### src/design/fim_pkg.sv
package fim_pkg;

   typedef enum logic [1:0] {
      WIDTH_8  = 2'd0,
      WIDTH_16 = 2'd1,
      WIDTH_32 = 2'd2,
      WIDTH_64 = 2'd3
   } fim_width_type;

   localparam logic REG_SIGNED = 1'b0;
   localparam logic REG_WIDTH  = 1'b1;

   typedef struct packed {
      logic valid;
      logic an;
      logic bn;
      logic zero;
   } fim_flags_type;

endpackage

### src/design/fim_post.sv
module fim_post #(
   parameter int DATA_WIDTH = 64
) (
   input  logic                    clock,
   input  logic                    reset,
   input  fim_pkg::fim_flags_type  src_flags,
   input  logic [DATA_WIDTH-1:0]   src_rem,
   input  logic [DATA_WIDTH-1:0]   src_den,
   input  fim_pkg::fim_width_type  width_code,
   output logic                    rsp_strobe,
   output logic [63:0]             rsp_remainder
);
   import fim_pkg::*;

   logic                  strobe_ff;
   logic [63:0]           result_ff, result_in;
   logic [DATA_WIDTH-1:0] fixed;
   logic [DATA_WIDTH-1:0] keep;
   logic [6:0]            limit;

   // The sign of the result follows the divisor.
   always_comb begin
      if (src_flags.zero || (src_rem == '0)) begin
         fixed = '0;
      end else if (src_flags.an && src_flags.bn) begin
         fixed = '0 - src_rem;
      end else if (src_flags.an) begin
         fixed = src_den - src_rem;
      end else if (src_flags.bn) begin
         fixed = src_rem - src_den;
      end else begin
         fixed = src_rem;
      end
      case (width_code)
         WIDTH_8:  limit = 7'd8;
         WIDTH_16: limit = 7'd16;
         WIDTH_32: limit = 7'd32;
         default:  limit = 7'd64;
      endcase
      for (int j = 0; j < DATA_WIDTH; j++) begin
         keep[j] = (7'(j) < limit);
      end
      result_in = 64'(fixed & keep);
   end

   always_ff @(posedge clock) begin
      if (reset) begin
         strobe_ff <= 1'b0;
      end else begin
         strobe_ff <= src_flags.valid;
      end
      result_ff <= result_in;
   end

   assign rsp_strobe    = strobe_ff;
   assign rsp_remainder = result_ff;

endmodule

### config.mk
export PLATFORM = sky130hd
export DESIGN_NAME = fim_post
export DESIGN_NICKNAME = d
export VERILOG_FILES = /design/src/design/fim_pkg.sv /design/src/design/fim_post.sv
export SDC_FILE = /design/constraint.sdc
export NUM_CORES = 1
export LEC_CHECK = 0
export ABC_AREA = 1
export BUFFER_PORTS_ARGS = -buffer_cell sky130_fd_sc_hd__buf_2
export CELL_PAD_IN_SITES_DETAIL_PLACEMENT = 1
export CELL_PAD_IN_SITES_GLOBAL_PLACEMENT = 2
export CORE_MARGIN = 5
export CORE_UTILIZATION = 32
export CTS_BUF_LIST = sky130_fd_sc_hd__clkbuf_2
export CTS_CLUSTER_SIZE = 20
export DETAILED_ROUTE_END_ITERATION = 12
export PLACE_DENSITY_LB_ADDON = 0.3
export SYNTH_ARGS = -nofsm -noshare
export SYNTH_HDL_FRONTEND = slang
export SYNTH_SLANG_ARGS = --single-unit
### constraint.sdc
create_clock -name clock -period 4.12 [get_ports clock]
set_input_delay 0.618 -clock clock [delete_from_list [all_inputs] [get_ports clock]]
set_output_delay 0.618 -clock clock [all_outputs]
set_load 0.05 [all_outputs]
==> results.md <==
* IO buf count at 200
* Synth Register Bits at 65
* Mean cell area of the mapped netlist at 5.04 um2
* Area Growth Syn to Fin at 14.8%
* H-tree depth at 3
* Starting Density at 32.3%
* Clock sink count at 65
* Req. time, crit path at 4.72 ns
* Num CTS Buffers at 9
* Nets@finish at 3556
* Final hold violations at 0
* Worst-path clk slew at 0.32 ns
* Residual DRC count at 0
* Mapped Cells at 3056
* RSZ-0062 raised after global routing: false
* Global placer's final weighted congestion at 1.08
* Hold crit path type: in -> reg
* Worst path arrival time at 3.87 ns
* Post-DR wirelength/cell at 25.4 um
* Hold path depth at 3
* Share of cells above drive strength 1 at 11.3%
* Final HPWL DP at 84800 um
* Finished Core Util at 37.1%
* TritonCTS clock tree: built
* GRT Residual Overflow at 0
* Setup TNS at 0 ns
* Fin crit period at 3.27 ns
* Clock Tree Buf Depth at 2
* Pwr Total at 3.74 mW
* Vias in the first global route at 20900
* TritonRoute pass-1 iters at 5
* Syn. warnings at 0
* Crit path capture type: register
* Synth area leaders: nand2_1 (27%), inv_1 (14%), ha_1 (10%), a21oi_1 (8.9%), dfxtp_1 (8.5%)
* Die area at 0.0526 mm2
* First-pass GRT wire length at 141000 um
* Antenna-violating nets left at 0
* Worst setup SP type: primary input
* Cell Area, Synth at 0.0154 mm2
* Initial antenna violation count at 7
* Pwr Density at 212 mW/mm2
* Achievable Freq at 306 MHz
* Top cell type's share of synthesized area at 26.7%
* Largest net degree at the start of global routing at 75
* Die width at 229 um
* Area leader, netlist: nand2_1
* Post-Route WL at 99600 um
* Crit path kind: in -> reg
* Root Driver: clkbuf_2
* Num rows at 80
* Initial drt markers at 2049
* Relative slew margins at 29.1%
* Syn Nets at 3322
* GRT Resource Usage Total at 36.2%
* Outcome: complete, no violations
* Fin. max-slew vios at 0
* DIE HEIGHT at 229 um
* Final period util at 79.3%
* Worst Max-Slew Pin Slew at 1.06 ns
* Yosys cell types at 48
* Core ar. at 0.0476 mm2
* CP Max Fanout at 17
* Static Leakage at 10.3 nW
* Via density at 5.44
* I/O pin count at 201
* VDD IR-drop max at 0.000129 V
* Max cap viols at 0
* # setup viols final at 0
* Total number of vias at 21300
* Seq/Total Area, Yosys at 8.45%
-- layout make-up --
class	instances	area [um2]
inverter	616	2310
clock inverter	4	55.1
antenna	6	15.0
timing repair buffer	275	1620
sequential	65	1300
tap	615	769
clock buffer	11	55.1
multi-input combinational	2323	11500
fill	6966	30000
-- critical path, stage by stage --
cell and delay (ns):
buf_2 0.14, inv_1 0.23, ha_1 0.27, inv_2 0.11, nor3_2 0.46, inv_2 0.16, nor2_4 0.19, inv_2 0.08
nor2_4 0.21, inv_2 0.13, nor2_2 0.13, nand3_2 0.13, nand3_4 0.30, inv_2 0.08, nand2_4 0.20, inv_2 0.24
nand2_1 0.13, a21oi_1 0.06
-- cells in the mapped netlist, drive strengths merged --
library cell and instances:
nand2 1098, inv 616, nor2 275, a21oi 273, nand3 211, ha 128, o21ai 124, dfxtp 65
xor2 51, nor3 44, nand4 40, clkbuf 34, o21bai 19, buf 18, a211oi 11, nor4 9
or2 7, xnor2 5, o211ai 4, o21a 4, a21o 3, nand3b 3, a311oi 2, a31oi 2
and3 2, fa 2, a21boi 1, a221oi 1, a32oi 1, nor3b 1, o221ai 1, o311ai 1
-- report_power, final --
| part | internal (mW) | switching [mW] |
|---|---|---|
| logic | 0.684 | 1.87 |
| registers | 0.669 | 0.0182 |
| clock network | 0.144 | 0.352 |
| total | 1.50 | 2.24 |
-- metal layers --
layer / wire, um / vias to the layer above / part of all wire (%) / track usage [%]
met5: 30 / - / 0.030 / 0
met4: 3730 / 4 / 3.7 / 11.8
met3: 9300 / 157 / 9.3 / 7.98
met2: 40700 / 941 / 41 / 53.6
met1: 45800 / 10300 / 46 / 52.0
li1: - / 9947 / - / -
-- through the flow --
step	cells	setup slack [ns]	instance area (um2)	hold slack, ns
2_1_floorplan	3056	1.63	15400	0.689
3_3_place_gp	3892	0.135	17500	0.773
3_5_place_dp	3892	0.0784	17500	0.779
4_1_cts	3909	0.902	17700	0.118
5_1_grt	3911	0.813	17700	0.147
6_report	3915	0.854	17700	0.177
-- logic make-up after synthesis --
group           count (synthesis)  synth area share, %
flops                          65                 8.45
fa+ha+maj                     130                 10.7
compound gates                447                 15.4
buf+inv                       668                 16.6
simple gates                 1690                 45.7
xor+xnor                       56                 3.19
-- sequential cells by signal (all words and copies together), names as in the netlist --
| signal | cells |
|---|---|
| rsp_remainder | 64 |
| rsp_strobe | 1 |
-- cells in the final DEF (no fill, tap or decap), drive strengths merged --
cell / Yosys / layout
o221ai: 1 / 1
a311oi: 2 / 2
o211ai: 4 / 4
a221oi: 1 / 1
nand4: 40 / 40
dlygate4sd3: 0 / 2
o311ai: 1 / 1
nor2: 275 / 275
nor3: 44 / 44
fa: 2 / 2
nor4: 9 / 9
dfxtp: 65 / 65
a21boi: 1 / 1
ha: 128 / 128
o21ai: 124 / 124
nand3: 211 / 211
xor2: 51 / 51
nand3b: 3 / 3
a31oi: 2 / 2
or2: 7 / 7
clkbuf: 34 / 11
clkinvlp: 0 / 1
a211oi: 11 / 11
inv: 616 / 616
a21o: 3 / 3
a32oi: 1 / 1
clkinv: 0 / 2
and3: 2 / 2
o21a: 4 / 4
bufinv: 0 / 1
a21oi: 273 / 273
nand2: 1098 / 1098
o21bai: 19 / 19
diode: 0 / 6
xnor2: 5 / 5
nor3b: 1 / 1
buf: 18 / 273
-- final timing paths --
check / slack [ns] / endpoint / startpoint
max: 0.85 / rsp_remainder[52]$_DFF_P_ / src_rem[1]
min: 0.18 / rsp_remainder[33]$_DFF_P_ / width_code[0]
-- repair_timing --
item	4_1_cts	5_1_grt
endpoints found under the hold margin	1	0
resized for setup	0	0
buffers inserted	0	0
hold buffers	2	0
Note: power is estimated with default switching activity, not from simulation.
