==> src/design/fim_pkg.sv <==
package fim_pkg;

   typedef enum logic [1:0] {
      WIDTH_8  = 2'd0,
      WIDTH_16 = 2'd1,
      WIDTH_32 = 2'd2,
      WIDTH_64 = 2'd3
   } fim_width_type;

   localparam logic REG_SIGNED = 1'b0;
   localparam logic REG_WIDTH  = 1'b1;

   typedef struct packed {
      logic valid;
      logic an;
      logic bn;
      logic zero;
   } fim_flags_type;

endpackage

==> src/design/fim_cell.sv <==
module fim_cell #(
   parameter int DATA_WIDTH = 64
) (
   input  logic                    clock,
   input  logic                    reset,
   input  fim_pkg::fim_flags_type  src_flags,
   input  logic [DATA_WIDTH-1:0]   src_rem,
   input  logic [DATA_WIDTH-1:0]   src_num,
   input  logic [DATA_WIDTH-1:0]   src_den,
   output fim_pkg::fim_flags_type  dst_flags,
   output logic [DATA_WIDTH-1:0]   dst_rem,
   output logic [DATA_WIDTH-1:0]   dst_num,
   output logic [DATA_WIDTH-1:0]   dst_den
);
   import fim_pkg::*;

   fim_flags_type         flags_ff;
   logic [DATA_WIDTH-1:0] rem_ff, rem_in;
   logic [DATA_WIDTH-1:0] num_ff, num_in;
   logic [DATA_WIDTH-1:0] den_ff;
   logic [DATA_WIDTH:0]   trial;
   logic [DATA_WIDTH:0]   diff;

   // One restoring step: bring down the next dividend bit and subtract if it fits.
   always_comb begin
      trial  = {src_rem, src_num[DATA_WIDTH-1]};
      diff   = trial - {1'b0, src_den};
      rem_in = diff[DATA_WIDTH] ? trial[DATA_WIDTH-1:0] : diff[DATA_WIDTH-1:0];
      num_in = {src_num[DATA_WIDTH-2:0], 1'b0};
   end

   always_ff @(posedge clock) begin
      if (reset) begin
         flags_ff <= '0;
      end else begin
         flags_ff <= src_flags;
      end
      rem_ff <= rem_in;
      num_ff <= num_in;
      den_ff <= src_den;
   end

   assign dst_flags = flags_ff;
   assign dst_rem   = rem_ff;
   assign dst_num   = num_ff;
   assign dst_den   = den_ff;

endmodule

==> config.mk <==
export PLATFORM = sky130hd
export DESIGN_NAME = fim_cell
export DESIGN_NICKNAME = d
export VERILOG_FILES = /design/src/design/fim_pkg.sv /design/src/design/fim_cell.sv
export SDC_FILE = /design/constraint.sdc
export NUM_CORES = 1
export LEC_CHECK = 0
export ABC_AREA = 1
export BUFFER_PORTS_ARGS = -buffer_cell sky130_fd_sc_hd__buf_2
export CAP_MARGIN = 20
export CORE_ASPECT_RATIO = 0.9
export CORE_UTILIZATION = 45
export DETAILED_ROUTE_END_ITERATION = 7
export GPL_ROUTABILITY_DRIVEN = 0
export PLACE_DENSITY = 0.84
export SYNTH_ARGS = -nofsm -noshare
export SYNTH_HDL_FRONTEND = slang
export SYNTH_SLANG_ARGS = --single-unit
export TNS_END_PERCENT = 30
==> constraint.sdc <==
create_clock -name clock -period 3.39 [get_ports clock]
set_input_delay 1.017 -clock clock [delete_from_list [all_inputs] [get_ports clock]]
set_output_delay 1.017 -clock clock [all_outputs]
set_load 0.05 [all_outputs]
==> metrics.md, run 1 <==
| Metric | Value |
|---|---|
| Switch Pwr | `0.003035 W` |
| Via Count | `12307` |
| Layout cell share with drive strength beyond 1 | `20.97%` |
| Syn avg cell area | `6.171 µm²` |
| CTS max path bufs | `2` |
| CP bufs+invs | `3` |
| H-tree depth | `4` |
| Reg clk slew, reported paths | `0.09 ns` |
| Drt total wl | `between 30000 and 40000 µm` |
| Power per cell area | `512.4 nW/µm²` |
| TritonCTS clock tree | `done` |
| Slew Limit Fails | `0` |
| Status | `complete, no violations` |
| Vias per cell | `4.843` |
| MaxCap Viol Count | `0` |
| Max Clk Rate | `350.3 MHz` |
| Tcrit/Tclk final | `84.20%` |
| Worst slew pin tran | `0.5071 ns` |
| CP Class | `input port to flip-flop` |
| Number of port buffers | `around 390` |
| Clk sinks | `195` |
| Worst setup EP type | `flip-flop` |
| Wire per inst | `roughly 14 µm` |
| First-pass GRT wire length | `55260 µm` |
| Logic pwr share | `35.2%` |
| Post-synth top area share | `34.91%` |
| CP startpoint kind | `input port` |
| Register area share after synthesis | `34.91%` |
| Crit path max-delay family | `simple AND/OR/NAND/NOR gates` |
| Leading area contributor after synthesis | `dfxtp_1` |
| DRC viols | `0` |
| P_int | `between 0.004 and 0.005 W` |
| Most frequent cell after synthesis | `nand2_1` |
| WHS | `0.6596 ns` |
| FILL cells | `~2400` |
| Initial antenna violation count | `1` |
| Clock share of power | `just under 30%` |
| Setup TNS | `0 ns` |
| Sw Share | `41.99%` |
| Worst EP arrival | `3.24 ns` |
| CP required | `3.77 ns` |
| Most used DFF post-synth | `dfxtp_1` |
| Tmin final | `2.854 ns` |
| Synth unique cells | `32` |
| Vias in the first global route | `11323` |
| Worst path slowest cell | `fa_1` |
| # hold bufs at CTS | `0` |
| NumNets Final | `2482` |
| CP max FO | `64` |
| Crit path cell chain | `buf_2 -> inv_1 -> ha_1 -> fa_1 -> inv_1 -> nand2_1 -> nand2_1 -> nand3_1 -> nand2_2 -> nand2_1 -> nand2_2 -> nand2_1 -> nand2_2 -> nand2_4 -> nand2_4 -> nand2_4 -> nand2_8 -> nand2_1 -> nand2_1` |
| Synthesized net count | `2075` |
| LEAKAGE | `8.922 nW` |
| Cell Rows | `54` |
| Yosys warnings | `0` |
| Post-synth EDFFs | `0` |
| Root Driver | `clkbuf_16` |
| Slowest stage delay, CP | `around 0.46 ns` |
| Reg power frac | `roughly 36%` |
| DRT Pass-1 Iters | `7` |
| Core area | `24320 µm²` |
| Cells after synthesis | `about 1800` |
| Area growth, synth to finish | `26.16%` |
| Total CTS buffers | `17` |
| Post_cts resized | `0` |
| Cell mode on critical path | `nand2_1` |
| Origin of the worst min-delay path | `src_num[39]` |
| Post-synth top cells | `nand2_1 (808), inv_1 (390), dfxtp_1 (195), nor2_1 (104), nand3_1 (67)` |
| Initial detailed-routing violation count | `1280` |
| Pin count of the biggest net entering global routing | `65` |
| Die width | `168.2 µm` |
| Worst Hold Class | `input port to flip-flop` |
| Total GRT Usage | `28.01%` |
| VDD IR max | `0.2787 mV` |
| Die area | `25480 µm²` |
| Worst relative slew slack | `65.93%` |
| Final hold violation count | `0` |
| Antenna viol nets, final | `0` |
| Die Height | `151.5 µm` |
| IO Count | `between 300 and 400` |
| Synth Cell Area | `11180 µm²` |
| Synth Register Bits | `between 150 and 200` |
| Hold Crit Depth | `1` |
| Final setup fails | `0` |
| DPL Wire Length | `30400 µm` |
| Initial Utilization | `approximately 46%` |
| Synth async-reset ratio | `0%` |
| Post-CTS setup buffer count | `0` |
| Unrepaired setup endpoints after global routing | `false` |
| Hold endpoint | `dst_num[40]` |
| Largest cells by area after synthesis | `dfxtp_1 (35%), nand2_1 (27%), inv_1 (13%)` |
| Total grt overflow | `0` |
logic make-up (layout without fill, tap and decap cells):
logic type | count (synthesis) | count (layout) | synth area share, %
XOR/XNOR | 31 | 31 | 2.428
AO/OA/AOI/OAI | 64 | 64 | 3.077
adder cells (fa/ha/maj) | 65 | 65 | 7.340
AND/OR/NAND/NOR | 1045 | 1045 | 37.74
flip-flops | 195 | 195 | 34.91
other | 1 | 2 | 0.03354
buffers and inverters | 411 | 831 | 14.47
metrics by stage:
step	cell area (µm²)	worst slack, ns	utilization (%)	instances	power, W
6_report	14110	0.5357	58.00	2541	0.007228
5_1_grt	14110	0.2760	58.00	2541	0.007562
4_1_cts	14100	0.5300	57.99	2540	0.007235
3_5_place_dp	13500	0.09115	55.49	2508	0.005142
3_3_place_gp	13500	0.1816	55.49	2508	0.005104
2_1_floorplan	11180	0.4857	-	1812	0.004462
sequential cells by signal, indices dropped and copies added (netlist names):
| register | cells |
|---|---|
| dst_den | 64 |
| dst_flags | 4 |
| dst_num | 63 |
| dst_rem | 64 |
cell usage in the layout, fill, tap and decap left out, types with 5 or more instances in the layout:
master / synthesis / final
nand3_1: 67 / 67
nand2_2: 10 / 10
ha_1: 64 / 64
buf_4: 6 / 7
buf_2: 0 / 392
nor3_1: 12 / 12
clkbuf_16: 0 / 17
o21bai_1: 8 / 8
xor2_1: 30 / 30
inv_1: 390 / 390
nor2_2: 8 / 8
nor2_1: 104 / 104
nand2_1: 808 / 808
nand4_1: 19 / 19
clkinv_8: 0 / 5
a21oi_1: 51 / 51
inv_2: 7 / 7
dfxtp_1: 195 / 195
layer usage:
layer  GRT usage (%)  routed length (µm)  up-vias
met4           14.18                1729        0
met1           33.29               14240     5295
li1                -                   -     6150
met5               0                   0        -
met3           5.481                3614      123
met2           48.56               17060      739
power by group through the flow:
| stage | combinational (W) | clock (W) | sequential (W) |
|---|---|---|---|
| 6_report | 0.00255 | 0.00210 | 0.00258 |
| 5_1_grt | 0.00274 | 0.00222 | 0.00260 |
| 4_1_cts | 0.00251 | 0.00213 | 0.00259 |
| 3_5_place_dp | 0.00250 | 0 | 0.00264 |
| 3_3_place_gp | 0.00246 | 0 | 0.00264 |
| 2_1_floorplan | 0.00100 | 0 | 0.00346 |
worst max-delay path by stage:
stage	to	from	slack, ns	cells after the start
floorplan	dst_rem[10]	src_num[63]	0.49	18
global placement	dst_rem[24]	src_num[63]	0.18	18
detailed placement	dst_rem[58]	src_num[63]	0.09	19
CTS	dst_rem[58]	src_num[63]	0.53	19
global route	dst_rem[40]	src_num[63]	0.28	19
finish	dst_rem[58]	src_num[63]	0.54	19
layout make-up:
class                   count  area, µm²  area share [%]
multi-input cells        1206       5660           40.12
inverters                 398       1494           10.59
well taps                 308      385.4           2.732
repair buffers            401       2054           14.56
clock inverters            14      177.7           1.259
diodes                      1      2.502         0.01774
flip-flops and latches    195       3904           27.67
clock buffers              18      429.2           3.042
Power figures use the tool's default switching activity.
==> run 2: changes to the inputs <==
--- a/config.mk
+++ b/config.mk
@@ -5,12 +5,12 @@
 export SDC_FILE = /design/constraint.sdc
 export NUM_CORES = 1
 export LEC_CHECK = 0
-export ABC_AREA = 1
+export ABC_AREA = 0
 export BUFFER_PORTS_ARGS = -buffer_cell sky130_fd_sc_hd__buf_2
 export CAP_MARGIN = 20
-export CORE_ASPECT_RATIO = 0.9
-export CORE_UTILIZATION = 45
+export CORE_AREA = 2 2 152 154
 export DETAILED_ROUTE_END_ITERATION = 7
+export DIE_AREA = 0 0 154 156
 export GPL_ROUTABILITY_DRIVEN = 0
 export PLACE_DENSITY = 0.84
 export SYNTH_ARGS = -nofsm -noshare
==> constraint.sdc (replaced) <==
create_clock -name clock -period 2.3 [get_ports clock]
set_input_delay 0.69 -clock clock [delete_from_list [all_inputs] [get_ports clock]]
set_output_delay 0.69 -clock clock [all_outputs]
set_load 0.05 [all_outputs]
==> run 2 against run 1 <==
  * The flow now finishes with violations (setup timing)
  * Flip-flop and latch count unchanged
  * Final cell count decreased by 25%
  * Via count is 21% lower
  * Critical path type unchanged
  * Largest power group is now combinational cells
==> metrics.md, run 2 <==
| Metric | Value |
|---|---|
| Core area | `22370 µm² (-8.1%)` |
| Slew Limit Fails | `0 (unchanged)` |
| Max Clk Rate | `between 300 and 400 MHz` |
| Total CTS buffers | `17 (unchanged)` |
| Area growth, synth to finish | `59.76%` |
| Setup TNS | `-45.29 ns (-45.29 ns)` |
| Synth async-reset ratio | `0% (unchanged)` |
| Status | `complete, but fails checks` |
| Post-synth top cells | `dfxtp_1 (195), inv_1 (87), a21oi_1 (79), nand2_1 (66), ha_1 (64)` |
| Slowest stage delay, CP | `0.54 ns (+0.08 ns)` |
| DPL Wire Length | `25340 µm (-17%)` |
| H-tree depth | `4 (unchanged)` |
| MaxCap Viol Count | `0 (unchanged)` |
| VDD IR max | `0.4874 mV (+75%)` |
| FILL cells | `1692 (-29%)` |
| Worst setup EP type | `flip-flop` |
| Number of port buffers | `392 (unchanged)` |
| CP startpoint kind | `input port` |
| Final setup fails | `64 (+64)` |
| Vias in the first global route | `9829 (-13%)` |
| Worst path slowest cell | `or4b_4` |
| Tcrit/Tclk final | `135.4%` |
| Antenna viol nets, final | `0 (unchanged)` |
| IO Count | `394 (unchanged)` |
| CTS max path bufs | `2 (unchanged)` |
| Layout cell share with drive strength beyond 1 | `49.94% (+29 points)` |
| NumNets Final | `1874 (-24%)` |
| Worst relative slew slack | `60.83% (-5.1 points)` |
| Post-synth top area share | `42.55% (+7.6 points)` |
| LEAKAGE | `7.596 nW (-15%)` |
| Pin count of the biggest net entering global routing | `24 (-63%)` |
| Worst slew pin tran | `0.5728 ns (+0.06566 ns)` |
| Drt total wl | `32750 µm (-11%)` |
| Reg clk slew, reported paths | `0.09 ns (about the same)` |
| Worst Hold Class | `input port to flip-flop` |
| Total grt overflow | `0 (unchanged)` |
| DRT Pass-1 Iters | `5 (-2)` |
| Largest cells by area after synthesis | `dfxtp_1 (43%), ha_1 (8.7%), mux2_2 (4.7%)` |
| Synth unique cells | `76 (+140%)` |
| Post-synth EDFFs | `0 (unchanged)` |
| Final hold violation count | `0 (unchanged)` |
| Initial Utilization | `41.02% (-4.9 points)` |
| Leading area contributor after synthesis | `dfxtp_1` |
| Die width | `154 µm (-8.4%)` |
| Synth Cell Area | `9175 µm² (-18%)` |
| Wire per inst | `17.12 µm (+19%)` |
| Cell mode on critical path | `or4b_4` |
| Cells after synthesis | `963 (-47%)` |
| Commonest cells after routing, fill and taps aside | `buf_2 (388), buf_4 (261), dfxtp_1 (195)` |
| Crit path cell chain | `buf_2 -> inv_1 -> ha_4 -> buf_4 -> nand2_1 -> nor2_1 -> or4b_4 -> or4b_4 -> and4_4 -> o21ai_2 -> a31oi_2 -> or3_1 -> a31o_2` |
| Worst EP arrival | `3.45 ns (+0.21 ns)` |
| CP required | `2.63 ns (-1.14 ns)` |
| Yosys warnings | `0 (unchanged)` |
| Register area share after synthesis | `42.55% (+7.6 points)` |
| Unrepaired setup endpoints after global routing | `true` |
| First-pass GRT wire length | `49840 µm (-9.8%)` |
| Die Height | `156 µm (+2.9%)` |
| Root Driver | `clkbuf_16` |
| Synthesized net count | `1226 (-41%)` |
| Tmin final | `3.114 ns` |
| Most used DFF post-synth | `dfxtp_1` |
| CP max FO | `4 (-94%)` |
| CP Class | `input port to flip-flop` |
| Via Count | `9700 (-21%)` |
| Syn avg cell area | `9.528 µm² (+54%)` |
| WHS | `0.3478 ns (-0.3118 ns)` |
| Vias per cell | `5.071 (+4.7%)` |
| Initial detailed-routing violation count | `469 (-63%)` |
| Die area | `24020 µm² (-5.7%)` |
| Initial antenna violation count | `5 (+4)` |
| Synth Register Bits | `195 (unchanged)` |
| Multi-input gate area | `5187 µm² (-8.4%)` |
| DRC viols | `0 (unchanged)` |
| Commonest non-fill, non-tap cell in the layout | `buf_2` |
| Cell Rows | `55 (+1.9%)` |
| Register area | `3904 µm² (unchanged)` |
| Clk sinks | `195 (unchanged)` |
| Final WS setup | `-0.8143 ns (-1.350 ns)` |
| Power per cell area | `806.5 nW/µm² (+57%)` |
| Post-layout util | `65.54% (+7.5 points)` |
| TritonCTS clock tree | `done` |
| # hold bufs at CTS | `0 (unchanged)` |
| Most frequent cell after synthesis | `dfxtp_1` |
| Failing checks | `setup timing` |
| Total GRT Usage | `26.12% (-1.9 points)` |
[run 2: worst max-delay path: cells and delay by family]
kind                     cells  cell delay, ns
buffers and inverters        3            0.32
adder cells (fa/ha/maj)      1            0.22
AO/OA/AOI/OAI                3            0.48
AND/OR/NAND/NOR              6            1.72
[run 2: per-layer routing]
metal	GRT usage, %	share of wire (%)	vias up
met5	0	0.027	-
met4	12.33	4.2	2
met3	5.250	6.0	101
met2	49.63	53	448
met1	27.61	37	4471
li1	-	-	4678
[run 2: cell families (layout without fill, tap and decap cells)]
family / Yosys count / after routing / synth area share [%]
buffers and inverters: 123 / 784 / 5.509
DFF: 195 / 195 / 42.55
xor gates and xnor gates: 54 / 54 / 5.155
muxes: 59 / 59 / 7.609
other: 1 / 5 / 0.04087
AOI/OAI and AO/OA: 239 / 239 / 17.48
and+or+nand+nor: 227 / 227 / 12.71
adders and majority gates: 65 / 65 / 8.946
[run 2: report_power, final]
| group | switching, W | leakage (nW) | internal [W] | total [W] |
|---|---|---|---|---|
| Sequential | 0.000114 | 1.65 | 0.00378 | 0.00389 |
| Combinational | 0.00290 | 5.64 | 0.00186 | 0.00477 |
| Clock | 0.00163 | 0.308 | 0.00153 | 0.00316 |
[run 2: layout make-up]
class | count | share of cell area (%)
Inverter | 87 | 2.416
Clock inverter | 15 | 1.460
Clock buffer | 17 | 2.902
Multi-Input combinational cell | 645 | 35.39
Antenna cell | 4 | 0.06829
Tap cell | 285 | 2.433
Sequential cell | 195 | 26.63
Timing Repair Buffer | 665 | 28.70
[run 2: timing repair]
action | CTS | global route
endpoints found under the setup margin | 64 | 64
resized for setup | 72 | 11
cloned | 5 | 1
pin swaps | 13 | 16
buffers inserted | 13 | 3
[run 2: stage by stage]
step | cells | setup slack [ns] | instance area [µm²] | total power, W
3_5_place_dp | 1856 | -1.346 | 13420 | 0.008312
4_1_cts | 1906 | -0.8330 | 14580 | 0.01185
6_report | 1913 | -0.8143 | 14660 | 0.01182
2_1_floorplan | 963 | -0.9594 | 9399 | 0.006835
3_3_place_gp | 1856 | -1.205 | 13420 | 0.008228
5_1_grt | 1913 | -0.8903 | 14660 | 0.01231
[run 2: path summary, 6_finish.rpt]
check                    endpoint        start  depth (start not counted)
worst max-delay path  dst_rem[51]  src_den[21]                         13
worst min-delay path  dst_num[50]  src_num[49]                          1
